$ cat config.mk
export PLATFORM = sky130hd
export DESIGN_NAME = gregorian_date_arithmetic
export DESIGN_NICKNAME = d
export VERILOG_FILES = /design/src/hw/rtl/gda_pkg.sv /design/src/hw/rtl/gda_encode.sv /design/src/hw/rtl/gda_decode.sv /design/src/hw/rtl/gregorian_date_arithmetic.sv
export SDC_FILE = /design/constraint.sdc
export NUM_CORES = 2
export LEC_CHECK = 0
export BUFFER_PORTS_ARGS = -buffer_cell sky130_fd_sc_hd__clkbuf_2
export CAP_MARGIN = 20
export CORE_MARGIN = 8
export CORE_UTILIZATION = 50
export DETAILED_ROUTE_END_ITERATION = 8
export PLACE_DENSITY = 0.79
export SYNTH_ARGS = -nofsm -noshare
export SYNTH_HDL_FRONTEND = slang
export SYNTH_HIERARCHICAL = 1
export SYNTH_SLANG_ARGS = --single-unit
export TNS_END_PERCENT = 1
$ cat constraint.sdc
create_clock -name clk -period 15.58 [get_ports clk]
set_input_delay 1.558 -clock clk [delete_from_list [all_inputs] [get_ports clk]]
set_output_delay 1.558 -clock clk [all_outputs]
set_load 0.01 [all_outputs]
$ cat src/hw/rtl/gda_pkg.sv
// gda_pkg: shared types, codes, calendar constants and month tables for the
// gregorian date pipeline. No dependencies.
package gda_pkg;

  localparam int MAX_YEAR_DEF = 4095;

  localparam int YEAR_W   = 12;
  localparam int MONTH_W  = 4;
  localparam int DAY_W    = 5;
  localparam int AMT_W    = 21;
  localparam int SERIAL_W = 20;
  localparam int OP_W     = 2;
  localparam int STATUS_W = 2;

  // days from 0001-01-01 to 1900-01-01
  localparam int DBY_1900  = 693595;
  // days from 1600-03-01 to the day before serial 1
  localparam int EPOCH_OFS = 109512;
  localparam int ERA_DAYS  = 146097;
  localparam int ERA_MAX   = 6;
  localparam int ERA_W     = 3;
  localparam int DOE_W     = 18;
  localparam int YOE_W     = 9;
  localparam int DOY_W     = 9;

  typedef enum logic [OP_W-1:0] {
    OP_TO_SERIAL   = 2'd0,
    OP_FROM_SERIAL = 2'd1,
    OP_ADD         = 2'd2,
    OP_NONE        = 2'd3
  } op_t;

  typedef enum logic [STATUS_W-1:0] {
    ST_OK      = 2'd0,
    ST_INVALID = 2'd1,
    ST_RANGE   = 2'd2
  } status_t;

  typedef struct packed {
    status_t               status;
    logic [SERIAL_W-1:0]   serial;
  } gda_ser_t;

  typedef struct packed {
    status_t               status;
    logic [YEAR_W-1:0]     year;
    logic [MONTH_W-1:0]    month;
    logic [DAY_W-1:0]      day;
    logic [SERIAL_W-1:0]   serial;
  } gda_date_t;

  function automatic logic [DAY_W-1:0] month_len(input logic [MONTH_W-1:0] m,
                                                 input logic leap);
    logic [DAY_W-1:0] len;
    case (m)
      4'd2:    len = leap ? 5'd29 : 5'd28;
      4'd4:    len = 5'd30;
      4'd6:    len = 5'd30;
      4'd9:    len = 5'd30;
      4'd11:   len = 5'd30;
      default: len = 5'd31;
    endcase
    return len;
  endfunction

  // days before the first of month m in a january-based year
  function automatic logic [8:0] month_start(input logic [MONTH_W-1:0] m,
                                             input logic leap);
    logic [8:0] base;
    case (m)
      4'd2:    base = 9'd31;
      4'd3:    base = 9'd59;
      4'd4:    base = 9'd90;
      4'd5:    base = 9'd120;
      4'd6:    base = 9'd151;
      4'd7:    base = 9'd181;
      4'd8:    base = 9'd212;
      4'd9:    base = 9'd243;
      4'd10:   base = 9'd273;
      4'd11:   base = 9'd304;
      4'd12:   base = 9'd334;
      default: base = 9'd0;
    endcase
    if (leap && (m > 4'd2)) begin
      base = base + 9'd1;
    end
    return base;
  endfunction

  // days before month index mp of a march-based year (march is index 0)
  function automatic logic [DOY_W-1:0] mar_start(input logic [3:0] mp);
    logic [DOY_W-1:0] base;
    case (mp)
      4'd1:    base = 9'd31;
      4'd2:    base = 9'd61;
      4'd3:    base = 9'd92;
      4'd4:    base = 9'd122;
      4'd5:    base = 9'd153;
      4'd6:    base = 9'd184;
      4'd7:    base = 9'd214;
      4'd8:    base = 9'd245;
      4'd9:    base = 9'd275;
      4'd10:   base = 9'd306;
      4'd11:   base = 9'd337;
      default: base = 9'd0;
    endcase
    return base;
  endfunction

endpackage

$ cat src/hw/rtl/gda_encode.sv
// gda_encode: four-stage front end; checks the input date, forms its serial
// day number, applies the offset and sets the status. Depends on gda_pkg.
module gda_encode #(
  parameter int MAX_YEAR = gda_pkg::MAX_YEAR_DEF
) (
  input  logic                                 clk,
  input  logic                                 rst_n,
  input  logic                                 adv,
  input  logic                                 in_vld,
  input  gda_pkg::op_t                         in_op,
  input  logic [gda_pkg::YEAR_W-1:0]           in_year,
  input  logic [gda_pkg::MONTH_W-1:0]          in_month,
  input  logic [gda_pkg::DAY_W-1:0]            in_day,
  input  logic signed [gda_pkg::AMT_W-1:0]     in_amt,
  output logic                                 out_vld,
  output gda_pkg::gda_ser_t                    out_res
);
  import gda_pkg::*;

  localparam int MaxSerial = 365 * MAX_YEAR + MAX_YEAR / 4 - MAX_YEAR / 100
                             + MAX_YEAR / 400 - DBY_1900;
  localparam int Rcp100K   = 19;
  localparam int Rcp100    = (2**Rcp100K + 99) / 100;
  localparam int ProdW     = YEAR_W + 13;
  localparam int SumW      = SERIAL_W + 3;

  // stage 1
  logic                    v1_r;
  op_t                     op1_r;
  logic [YEAR_W-1:0]       year1_r, n1_r;
  logic [MONTH_W-1:0]      month1_r;
  logic [DAY_W-1:0]        day1_r;
  logic signed [AMT_W-1:0] amt1_r;
  logic [5:0]              qn1_r, qy1_r;
  logic [YEAR_W-1:0]       n1_nxt;
  logic [ProdW-1:0]        pn, py;

  // stage 2
  logic                    v2_r, ok2_r;
  op_t                     op2_r;
  logic signed [AMT_W-1:0] amt2_r;
  logic [20:0]             dby2_r, dby2_nxt;
  logic [8:0]              moff2_r, moff2_nxt;
  logic                    ok2_nxt, leap;
  logic [YEAR_W-1:0]       rem100;

  // stage 3
  logic                    v3_r, ok3_r;
  op_t                     op3_r;
  logic signed [AMT_W-1:0] amt3_r;
  logic [SERIAL_W-1:0]     s3_r, s3_nxt;

  // stage 4
  logic                    v4_r;
  gda_ser_t                res4_r, res4_nxt;
  logic signed [SumW-1:0]  base, addend, total;

  always_comb begin
    n1_nxt = in_year - 12'd1;
    pn     = ProdW'(n1_nxt) * ProdW'(Rcp100);
    py     = ProdW'(in_year) * ProdW'(Rcp100);
  end

  always_comb begin
    rem100 = year1_r - YEAR_W'(qy1_r) * YEAR_W'(100);
    leap   = (year1_r[1:0] == 2'b00) && ((rem100 != '0) || (qy1_r[1:0] == 2'b00));
    dby2_nxt = 21'(n1_r) * 21'(365) + 21'(n1_r[YEAR_W-1:2]) - 21'(qn1_r)
               + 21'(qn1_r[5:2]);
    moff2_nxt = month_start(month1_r, leap) + 9'(day1_r);
    ok2_nxt = (year1_r >= 12'd1900) && (year1_r <= YEAR_W'(MAX_YEAR)) &&
              (month1_r >= 4'd1) && (month1_r <= 4'd12) &&
              (day1_r >= 5'd1) && (day1_r <= month_len(month1_r, leap));
  end

  always_comb begin
    s3_nxt = SERIAL_W'(dby2_r - 21'(DBY_1900) + 21'(moff2_r));
  end

  always_comb begin
    base   = (op3_r == OP_FROM_SERIAL) ? '0 : $signed(SumW'(s3_r));
    addend = (op3_r == OP_TO_SERIAL) ? '0 : SumW'(amt3_r);
    total  = base + addend;
    res4_nxt.serial = total[SERIAL_W-1:0];
    if ((total < $signed(SumW'(1))) || (total > $signed(SumW'(MaxSerial)))) begin
      res4_nxt.status = ST_RANGE;
    end else begin
      res4_nxt.status = ST_OK;
    end
    case (op3_r)
      OP_NONE: begin
        res4_nxt.status = ST_INVALID;
      end
      OP_FROM_SERIAL: begin
      end
      default: begin
        if (!ok3_r) begin
          res4_nxt.status = ST_INVALID;
        end
      end
    endcase
  end

  always_ff @(posedge clk) begin
    if (!rst_n) begin
      v1_r <= 1'b0;
      v2_r <= 1'b0;
      v3_r <= 1'b0;
      v4_r <= 1'b0;
    end else if (adv) begin
      v1_r <= in_vld;
      v2_r <= v1_r;
      v3_r <= v2_r;
      v4_r <= v3_r;
    end
  end

  always_ff @(posedge clk) begin
    if (adv) begin
      op1_r    <= in_op;
      year1_r  <= in_year;
      n1_r     <= n1_nxt;
      month1_r <= in_month;
      day1_r   <= in_day;
      amt1_r   <= in_amt;
      qn1_r    <= pn[Rcp100K +: 6];
      qy1_r    <= py[Rcp100K +: 6];

      op2_r    <= op1_r;
      amt2_r   <= amt1_r;
      dby2_r   <= dby2_nxt;
      moff2_r  <= moff2_nxt;
      ok2_r    <= ok2_nxt;

      op3_r    <= op2_r;
      amt3_r   <= amt2_r;
      ok3_r    <= ok2_r;
      s3_r     <= s3_nxt;

      res4_r   <= res4_nxt;
    end
  end

  assign out_vld = v4_r;
  assign out_res = res4_r;

endmodule

$ cat src/hw/rtl/gda_decode.sv
// gda_decode: seven-stage back end; splits a serial day number into year,
// month and day using 400-year eras from 1600-03-01. Depends on gda_pkg.
module gda_decode (
  input  logic                clk,
  input  logic                rst_n,
  input  logic                adv,
  input  logic                in_vld,
  input  gda_pkg::gda_ser_t   in_res,
  output logic                out_vld,
  output gda_pkg::gda_date_t  out_date
);
  import gda_pkg::*;

  localparam int Rcp1460K = 29;
  localparam int Rcp1460  = (2**Rcp1460K + 1459) / 1460;
  localparam int Rcp365K  = 27;
  localparam int Rcp365   = (2**Rcp365K + 364) / 365;
  localparam int ProdW    = DOE_W + 19;
  localparam int Stages   = 7;

  logic [Stages-1:0]   v_r;

  // d1
  gda_ser_t            t1_r;
  logic [SERIAL_W-1:0] z1_r, z1_nxt;
  logic [ERA_W-1:0]    era1_r, era1_nxt;

  // d2
  gda_ser_t            t2_r;
  logic [ERA_W-1:0]    era2_r;
  logic [DOE_W-1:0]    doe2_r, doe2_nxt;
  logic [SERIAL_W-1:0] era_base;

  // d3
  gda_ser_t            t3_r;
  logic [ERA_W-1:0]    era3_r;
  logic [DOE_W-1:0]    doe3_r;
  logic [6:0]          q1460_r;
  logic [2:0]          q36524_r, q36524_nxt;
  logic                q146096_r;
  logic [ProdW-1:0]    p1460;

  // d4
  gda_ser_t            t4_r;
  logic [ERA_W-1:0]    era4_r;
  logic [DOE_W-1:0]    doe4_r, num4_r, num4_nxt;

  // d5
  gda_ser_t            t5_r;
  logic [ERA_W-1:0]    era5_r;
  logic [DOE_W-1:0]    doe5_r;
  logic [YOE_W-1:0]    yoe5_r;
  logic [ProdW-1:0]    p365;

  // d6
  gda_ser_t            t6_r;
  logic [ERA_W-1:0]    era6_r;
  logic [YOE_W-1:0]    yoe6_r;
  logic [DOY_W-1:0]    doy6_r, doy6_nxt;
  logic [1:0]          yq100;

  // d7
  gda_date_t           d7_r, d7_nxt;
  logic [3:0]          mp;
  logic [YEAR_W-1:0]   yr;

  always_comb begin
    era1_nxt = '0;
    for (int k = 1; k <= ERA_MAX; k++) begin
      if (in_res.serial >= SERIAL_W'(k * ERA_DAYS - EPOCH_OFS)) begin
        era1_nxt = era1_nxt + ERA_W'(1);
      end
    end
    z1_nxt = in_res.serial + SERIAL_W'(EPOCH_OFS);
  end

  always_comb begin
    era_base = SERIAL_W'(era1_r) * SERIAL_W'(ERA_DAYS);
    doe2_nxt = DOE_W'(z1_r - era_base);
  end

  always_comb begin
    p1460 = ProdW'(doe2_r) * ProdW'(Rcp1460);
    q36524_nxt = 3'(doe2_r >= DOE_W'(36524)) + 3'(doe2_r >= DOE_W'(73048))
               + 3'(doe2_r >= DOE_W'(109572)) + 3'(doe2_r >= DOE_W'(146096));
  end

  always_comb begin
    num4_nxt = doe3_r - DOE_W'(q1460_r) + DOE_W'(q36524_r) - DOE_W'(q146096_r);
  end

  always_comb begin
    p365 = ProdW'(num4_r) * ProdW'(Rcp365);
  end

  always_comb begin
    yq100 = 2'(yoe5_r >= 9'd100) + 2'(yoe5_r >= 9'd200) + 2'(yoe5_r >= 9'd300);
    doy6_nxt = DOY_W'(doe5_r - (DOE_W'(yoe5_r) * DOE_W'(365)
                                + DOE_W'(yoe5_r[YOE_W-1:2]) - DOE_W'(yq100)));
  end

  always_comb begin
    mp = '0;
    for (int k = 1; k <= 11; k++) begin
      if (doy6_r >= mar_start(4'(k))) begin
        mp = mp + 4'd1;
      end
    end
    yr = 12'd1600 + YEAR_W'(era6_r) * YEAR_W'(400) + YEAR_W'(yoe6_r)
         + YEAR_W'(mp >= 4'd10);
    d7_nxt.status = t6_r.status;
    d7_nxt.serial = t6_r.serial;
    d7_nxt.year   = yr;
    d7_nxt.month  = (mp < 4'd10) ? (mp + 4'd3) : (mp - 4'd9);
    d7_nxt.day    = DAY_W'(doy6_r - mar_start(mp) + 9'd1);
  end

  always_ff @(posedge clk) begin
    if (!rst_n) begin
      v_r <= '0;
    end else if (adv) begin
      v_r <= {v_r[Stages-2:0], in_vld};
    end
  end

  always_ff @(posedge clk) begin
    if (adv) begin
      t1_r      <= in_res;
      z1_r      <= z1_nxt;
      era1_r    <= era1_nxt;

      t2_r      <= t1_r;
      era2_r    <= era1_r;
      doe2_r    <= doe2_nxt;

      t3_r      <= t2_r;
      era3_r    <= era2_r;
      doe3_r    <= doe2_r;
      q1460_r   <= p1460[Rcp1460K +: 7];
      q36524_r  <= q36524_nxt;
      q146096_r <= (doe2_r == DOE_W'(146096));

      t4_r      <= t3_r;
      era4_r    <= era3_r;
      doe4_r    <= doe3_r;
      num4_r    <= num4_nxt;

      t5_r      <= t4_r;
      era5_r    <= era4_r;
      doe5_r    <= doe4_r;
      yoe5_r    <= p365[Rcp365K +: YOE_W];

      t6_r      <= t5_r;
      era6_r    <= era5_r;
      yoe6_r    <= yoe5_r;
      doy6_r    <= doy6_nxt;

      d7_r      <= d7_nxt;
    end
  end

  assign out_vld  = v_r[Stages-1];
  assign out_date = d7_r;

endmodule

$ cat src/hw/rtl/gregorian_date_arithmetic.sv
// gregorian_date_arithmetic: top level; stream handshake, output register and
// the encode and decode pipelines. Depends on gda_pkg, gda_encode, gda_decode.
//
// Gregorian date engine with serial day 1 at 1900-01-01. A request carries an
// op in in_tuser (date to serial, serial to date, or date plus a signed day
// offset); a new request is accepted every cycle while the output side keeps
// up. Each result passes through four encode stages, seven decode stages and
// the output register. A stall on out_tready holds the whole pipeline. Results
// whose status is not ok carry zero date and serial fields.
module gregorian_date_arithmetic #(
  parameter int MAX_YEAR = gda_pkg::MAX_YEAR_DEF
) (
  input  logic        clk,
  input  logic        rst_n,
  input  logic        in_tvalid,
  output logic        in_tready,
  input  logic [47:0] in_tdata,   // year[11:0], month[15:12], day[20:16], amount[41:21]
  input  logic [1:0]  in_tuser,   // op[1:0]
  output logic        out_tvalid,
  input  logic        out_tready,
  output logic [47:0] out_tdata,  // out_year[11:0], out_month[15:12], out_day[20:16],
                                  // out_serial[40:21]
  output logic [1:0]  out_tuser   // status[1:0]
);
  import gda_pkg::*;

  logic      adv;
  logic      enc_vld, dec_vld;
  gda_ser_t  enc_res;
  gda_date_t dec_date;

  logic      out_vld_r;
  gda_date_t out_r, out_nxt;

  assign adv       = !out_vld_r || out_tready;
  assign in_tready = adv;

  gda_encode #(
    .MAX_YEAR (MAX_YEAR)
  ) u_enc (
    .clk      (clk),
    .rst_n    (rst_n),
    .adv      (adv),
    .in_vld   (in_tvalid),
    .in_op    (op_t'(in_tuser)),
    .in_year  (in_tdata[11:0]),
    .in_month (in_tdata[15:12]),
    .in_day   (in_tdata[20:16]),
    .in_amt   ($signed(in_tdata[41:21])),
    .out_vld  (enc_vld),
    .out_res  (enc_res)
  );

  gda_decode u_dec (
    .clk      (clk),
    .rst_n    (rst_n),
    .adv      (adv),
    .in_vld   (enc_vld),
    .in_res   (enc_res),
    .out_vld  (dec_vld),
    .out_date (dec_date)
  );

  always_comb begin
    out_nxt = dec_date;
    if (dec_date.status != ST_OK) begin
      out_nxt.year   = '0;
      out_nxt.month  = '0;
      out_nxt.day    = '0;
      out_nxt.serial = '0;
    end
  end

  always_ff @(posedge clk) begin
    if (!rst_n) begin
      out_vld_r <= 1'b0;
    end else if (adv) begin
      out_vld_r <= dec_vld;
    end
  end

  always_ff @(posedge clk) begin
    if (adv) begin
      out_r <= out_nxt;
    end
  end

  assign out_tvalid = out_vld_r;
  assign out_tdata  = {7'd0, out_r.serial, out_r.day, out_r.month, out_r.year};
  assign out_tuser  = out_r.status;

endmodule
After elaboration in Yosys (flattened, before gate mapping) --
Memories as Yosys holds them, arrays and structs flattened. A register that Yosys moved wholly into a read port is not among the register bits. Cells that the tools add are included.
Word-level totals: bits in registers 563, bits in latches 0, memory bits (writable) 0, ROM bits 288, input bits 54, logic and storage cells 208, memories 2
Memories:
- (no name shown) | depth 16, width 9, rd ports 1, clocked after Yosys merged registers in 0, write ports 0, line gda_pkg.sv:93 | case (mp)
- (no name shown) | depth 16, width 9, rd ports 1, clocked after Yosys merged registers in 1, write ports 0, line gda_pkg.sv:70 | case (m)
Operators by class: add/subtract/negate cells 45, multipliers 9, div/mod/pow operators 0, magnitude comparators 35, eq/ne operators 8, shifts and indexed selects 0, mux-type cells 27, bitwise gates (word level) 0, reductions and logical operators 17
Operator list (number):
- $mul 18x16->33 const B | 2
- $mul 12x13->25 const B | 2
- $mux 4 | 12
- $ge 9x8->1 const B | 5
- $ge 20x19->1 const B | 2
- $ge 20x20->1 const B | 2
- $add 4x1->4 const B | 9
- $ge 18x17->1 const B | 2
- $ge 9x9->1 const B | 4
- $ge 9x7->1 const B | 3
- $add 23x23->23 | 1
- $gt 23x21->1 const B | 1
- $lt 23x2->1 const B | 1
- $mux 23 | 1
- $add 20x10->20 | 1
- $add 20x4->20 | 1
- $add 20x9->20 | 1
- $ge 20x16->1 const B | 1
- $ge 20x18->1 const B | 1
- $mul 12x9->20 const B | 1
- $mux 20 | 1
- $sub 20x20->20 const B | 1
- $sub 20x6->20 | 1
- $add 18x17->18 const B | 1
- 59 further kinds | 84

Depth between registers and ports, before layout --
An unclocked memory read counts as a cell.
word-level depth 25, depth in mapped cells 43, mapped depth without buffers 41

Cells and area by module --
The synthesis kept the hierarchy.
By module, submodules not included:
- gda_decode | instances 1, cells each 2158, area an instance 26625.5 µm²
- gda_encode | instances 1, cells each 1621, area an instance 18270.0 µm²
- gregorian_date_arithmetic | instances 1, cells each 101, area an instance 1697.9 µm²

Least setup slack after synthesis --
OpenSTA, ideal clock, no wires.
kind input to register, start input port out_tready, end register with a tool-made name, arrival time 16.616 ns, path slack -1.154 ns, stages on the path 7, path buffers 1, cell sequence nand2b_1 -> clkbuf_1 -> mux2i_1 -> inv_1 -> ha_1 -> nor2_1 -> a21oi_1
RTL lines:
- start, declared | line gregorian_date_arithmetic.sv:20 | input logic out_tready,

==> results by group <==
Outcome
  • Status: finished, final reports clean

Critical path
  • Critical Path Most Common Cell: ha_1
  • Setup Crit Path Kind: reg -> reg
  • Startpoint Class: register
  • FF-to-FF Start: u_dec/doy6_r[7]
  • FF-to-FF path depth: 38
  • Crit path from: u_dec/doy6_r[7]
  • CP max stage cell: edfxtp_1
  • Critical path fanouts, max: 15
  • CP endpoint kind: register
  • Critical Path RT: between 15 and 20 ns
  • Worst path max stage delay: roughly 0.60 ns
  • Arr. time, crit path: 9.60 ns

Timing
  • Final hold slack: 0.412 ns
  • Worst Tran Pin Value: 0.953 ns
  • Clock skew: 0.0459 ns
  • RSZ-0062 raised after global routing: false
  • Final min period: roughly 9.2 ns
  • Final period util: 0.589
  • Rel. slew slack: 0.359
  • Max-slew violation count: 0
  • Maximum clock frequency: between 100 and 150 MHz
  • Final hold violations: 0
  • Setup TNS: 0 ns
  • Setup-failing EPs final: 0

Synth
  • Asr flop ratio synth: 0
  • #FFs+latches synth: 569
  • Post-synth EDFFs: 548
  • Cell count after synthesis: about 3.9k
  • Mapped Area: about 47000 um^2
  • Register area share after synthesis: 0.362
  • Mean area per synthesized cell: between 10 and 15 um^2
  • Synth Warn #: 6
  • Synth Flop Type: edfxtp_1
  • Synth unique cells: 97

Floorplanning
  • Die ar.: 103000 um^2
  • Die height: between 300 and 400 um
  • Placeable core area: 92900 um^2
  • Die Wd: 321 um
  • Cell row count: 112
  • Initial core utilization: 0.501
  • I/O Pins: 106

Min path
  • Min-delay src: u_dec/t2_r[3]
  • Tightest Hold Check Type: reg -> reg
  • Hold Path Depth: 0

Final layout
  • Area growth syn-to-layout: 8.39%
  • # diodes: 0
  • Post-layout util: 0.544
  • Share of layout cells above drive strength 1: 0.0609
  • Final nets: 5279
  • FILL cells: 7618

Global routing
  • Total congestion overflow: 0
  • Initial antenna violation count: 0
  • First-pass GRT wire length: 139 mm
  • Largest net degree at the start of global routing: 179
  • Vias in the first global route: 29.1k
  • Total track usage: 0.161

Routing
  • Total wire length: 81.5 mm
  • DRC Markers: 0
  • Routed len/inst: 15.3 um
  • Vias per cell: 5.11
  • Via count: 27.1k
  • First-iteration detailed-routing DRC count: 1455
  • Final ANT Viol Nets: 0
  • Router iterations before antenna repair: 7

Clocking
  • Post-CTS Resized: 0
  • Setup Buffers After CTS: 0
  • Root buffer cell: clkbuf_16
  • CTS Buf Count: 60
  • Clk slew on worst S/H paths: 0.06 ns
  • Max Buffers Root-to-Sink: 3
  • Cts hold-fix bufs: 0
  • CTS tree: yes
  • H-tree depth: 2
  • Clk Latency, worst-skew pair: 0.67 ns
  • Clock sinks: 569

Placed design
  • Port Buffers: 92
  • GPL Wtd Cong: 0.871
  • Dpl hpwl: 63.6 mm

Run
  • Max Cap Viol: 0
-- cell families (layout without fill, tap and decap cells) --
group,after synthesis,count (layout),share of synthesized area
AO/OA/AOI/OAI,427,427,0.0622
adder cells (fa/ha/maj),1215,1215,0.392
buffers and inverters,868,1041,0.0720
AND/OR/NAND/NOR,544,544,0.0607
XOR/XNOR,221,221,0.0425
flip-flops,569,569,0.362
other,1,7,0.0000805
multiplexers,35,35,0.00779
-- registers in the layout, indices dropped and copies added, names as in the netlist, 12 cells and up, named ones only --
| signal | cells |
|---|---|
| u_enc/amt3_r | 21 |
| u_enc/amt2_r | 21 |
| u_dec/t1_r | 22 |
| out_tdata | 41 |
| u_dec/d7_nxt | 22 |
| u_enc/amt1_r | 21 |
| u_dec/t4_r | 22 |
| u_dec/doe2_r | 18 |
| u_dec/out_date | 43 |
| u_enc/n1_r | 12 |
| u_dec/num4_r | 18 |
| u_dec/t2_r | 22 |
| u_dec/z1_r | 15 |
| u_dec/doe3_r | 18 |
| u_dec/t5_r | 22 |
| u_dec/t3_r | 22 |
| u_enc/out_res | 22 |
| u_enc/year1_r | 12 |
| u_enc/dby2_r | 20 |
| u_enc/s3_r | 20 |
-- worst paths after layout --
kind                              to  slack, ns
setup / recovery  u_dec/out_date[40]       6.40
hold / removal         u_dec/t3_r[3]       0.41
setup reg to reg  u_dec/out_date[40]       6.40
hold reg to reg        u_dec/t3_r[3]       0.41
-- cells in the mapped netlist (11+ instances only) --
| master | instances | area [um^2] |
|---|---|---|
| inv_1 | 822 | 3090 |
| o21bai_1 | 21 | 158 |
| nand2_1 | 106 | 398 |
| a21o_1 | 37 | 278 |
| fa_1 | 411 | 8230 |
| mux2i_1 | 25 | 250 |
| xor2_1 | 50 | 438 |
| a21oi_1 | 123 | 616 |
| o211ai_1 | 11 | 82.6 |
| nand4_1 | 20 | 125 |
| o21ai_0 | 69 | 345 |
| a21boi_0 | 13 | 97.6 |
| a211oi_1 | 17 | 128 |
| a31oi_1 | 15 | 93.8 |
| and2_1 | 69 | 432 |
| nor2_1 | 119 | 447 |
| and3_1 | 15 | 93.8 |
| o21a_1 | 28 | 210 |
| clkbuf_1 | 21 | 78.8 |
| nor2b_1 | 55 | 344 |
| edfxtp_1 | 548 | 16500 |
| xnor2_1 | 166 | 1450 |
| dfxtp_1 | 21 | 420 |
| or3_1 | 12 | 75.1 |
| nand2b_1 | 17 | 106 |
| ha_1 | 804 | 10100 |
| nand3_1 | 39 | 195 |
| nor3_1 | 42 | 210 |
| buf_4 | 12 | 90.1 |
-- cell type report --
class / instances / area, um^2 / share of cell area
multi-input cells: 2449 / 26400 / 0.523
well taps: 1254 / 1570 / 0.0311
clock inverters: 40 / 443 / 0.00877
repair buffers: 107 / 589 / 0.0117
clock buffers: 71 / 1540 / 0.0305
flip-flops and latches: 569 / 16900 / 0.334
inverters: 823 / 3090 / 0.0612
-- critical path, delay by kind of cell (launching register included) --
family | cells | cell delay [ns]
AOI/OAI and AO/OA | 14 | 2.60
xor gates and xnor gates | 2 | 0.25
adders and majority gates | 13 | 3.47
buffers and inverters | 2 | 0.15
DFF | 1 | 0.60
muxes | 6 | 1.49
and+or+nand+nor | 1 | 0.40
-- routing by layer --
metal / wire, um / vias to the layer above / global-route usage
met1: 34200 / 13300 / 0.195
met2: 42500 / 473 / 0.299
met5: 0 / - / 0
met3: 2870 / 138 / 0.0209
met4: 1990 / 0 / 0.0473
li1: - / 13200 / -
-- cells in the final DEF, fill, tap and decap left out, types with 25 or more instances in the layout --
cell type,n
clkbuf_16,60
clkbuf_2,92
nand3_1,39
edfxtp_1,548
fa_1,411
xnor2_1,166
xor2_1,50
a21oi_1,123
a21o_1,37
nor2b_1,55
nor3_1,42
and2_1,69
nor2_1,119
inv_1,822
o21ai_0,69
mux2i_1,25
o21a_1,28
ha_1,804
nand2_1,106
-- per-stage QoR --
| stage | worst slack (ns) | cells | area [um^2] |
|---|---|---|---|
| after CTS | 6.40 | 5312 | 50500 |
| after floorplan | 5.28 | 3886 | 46600 |
| after global routing | 5.89 | 5313 | 50500 |
| final | 6.40 | 5313 | 50500 |
| after detailed placement | 6.42 | 5201 | 48500 |
| after global placement | 6.61 | 5201 | 48500 |
Power is left out: the tool's default activity adds up to more than one toggle a clock period on the data nets, which glitch-free logic cannot reach.
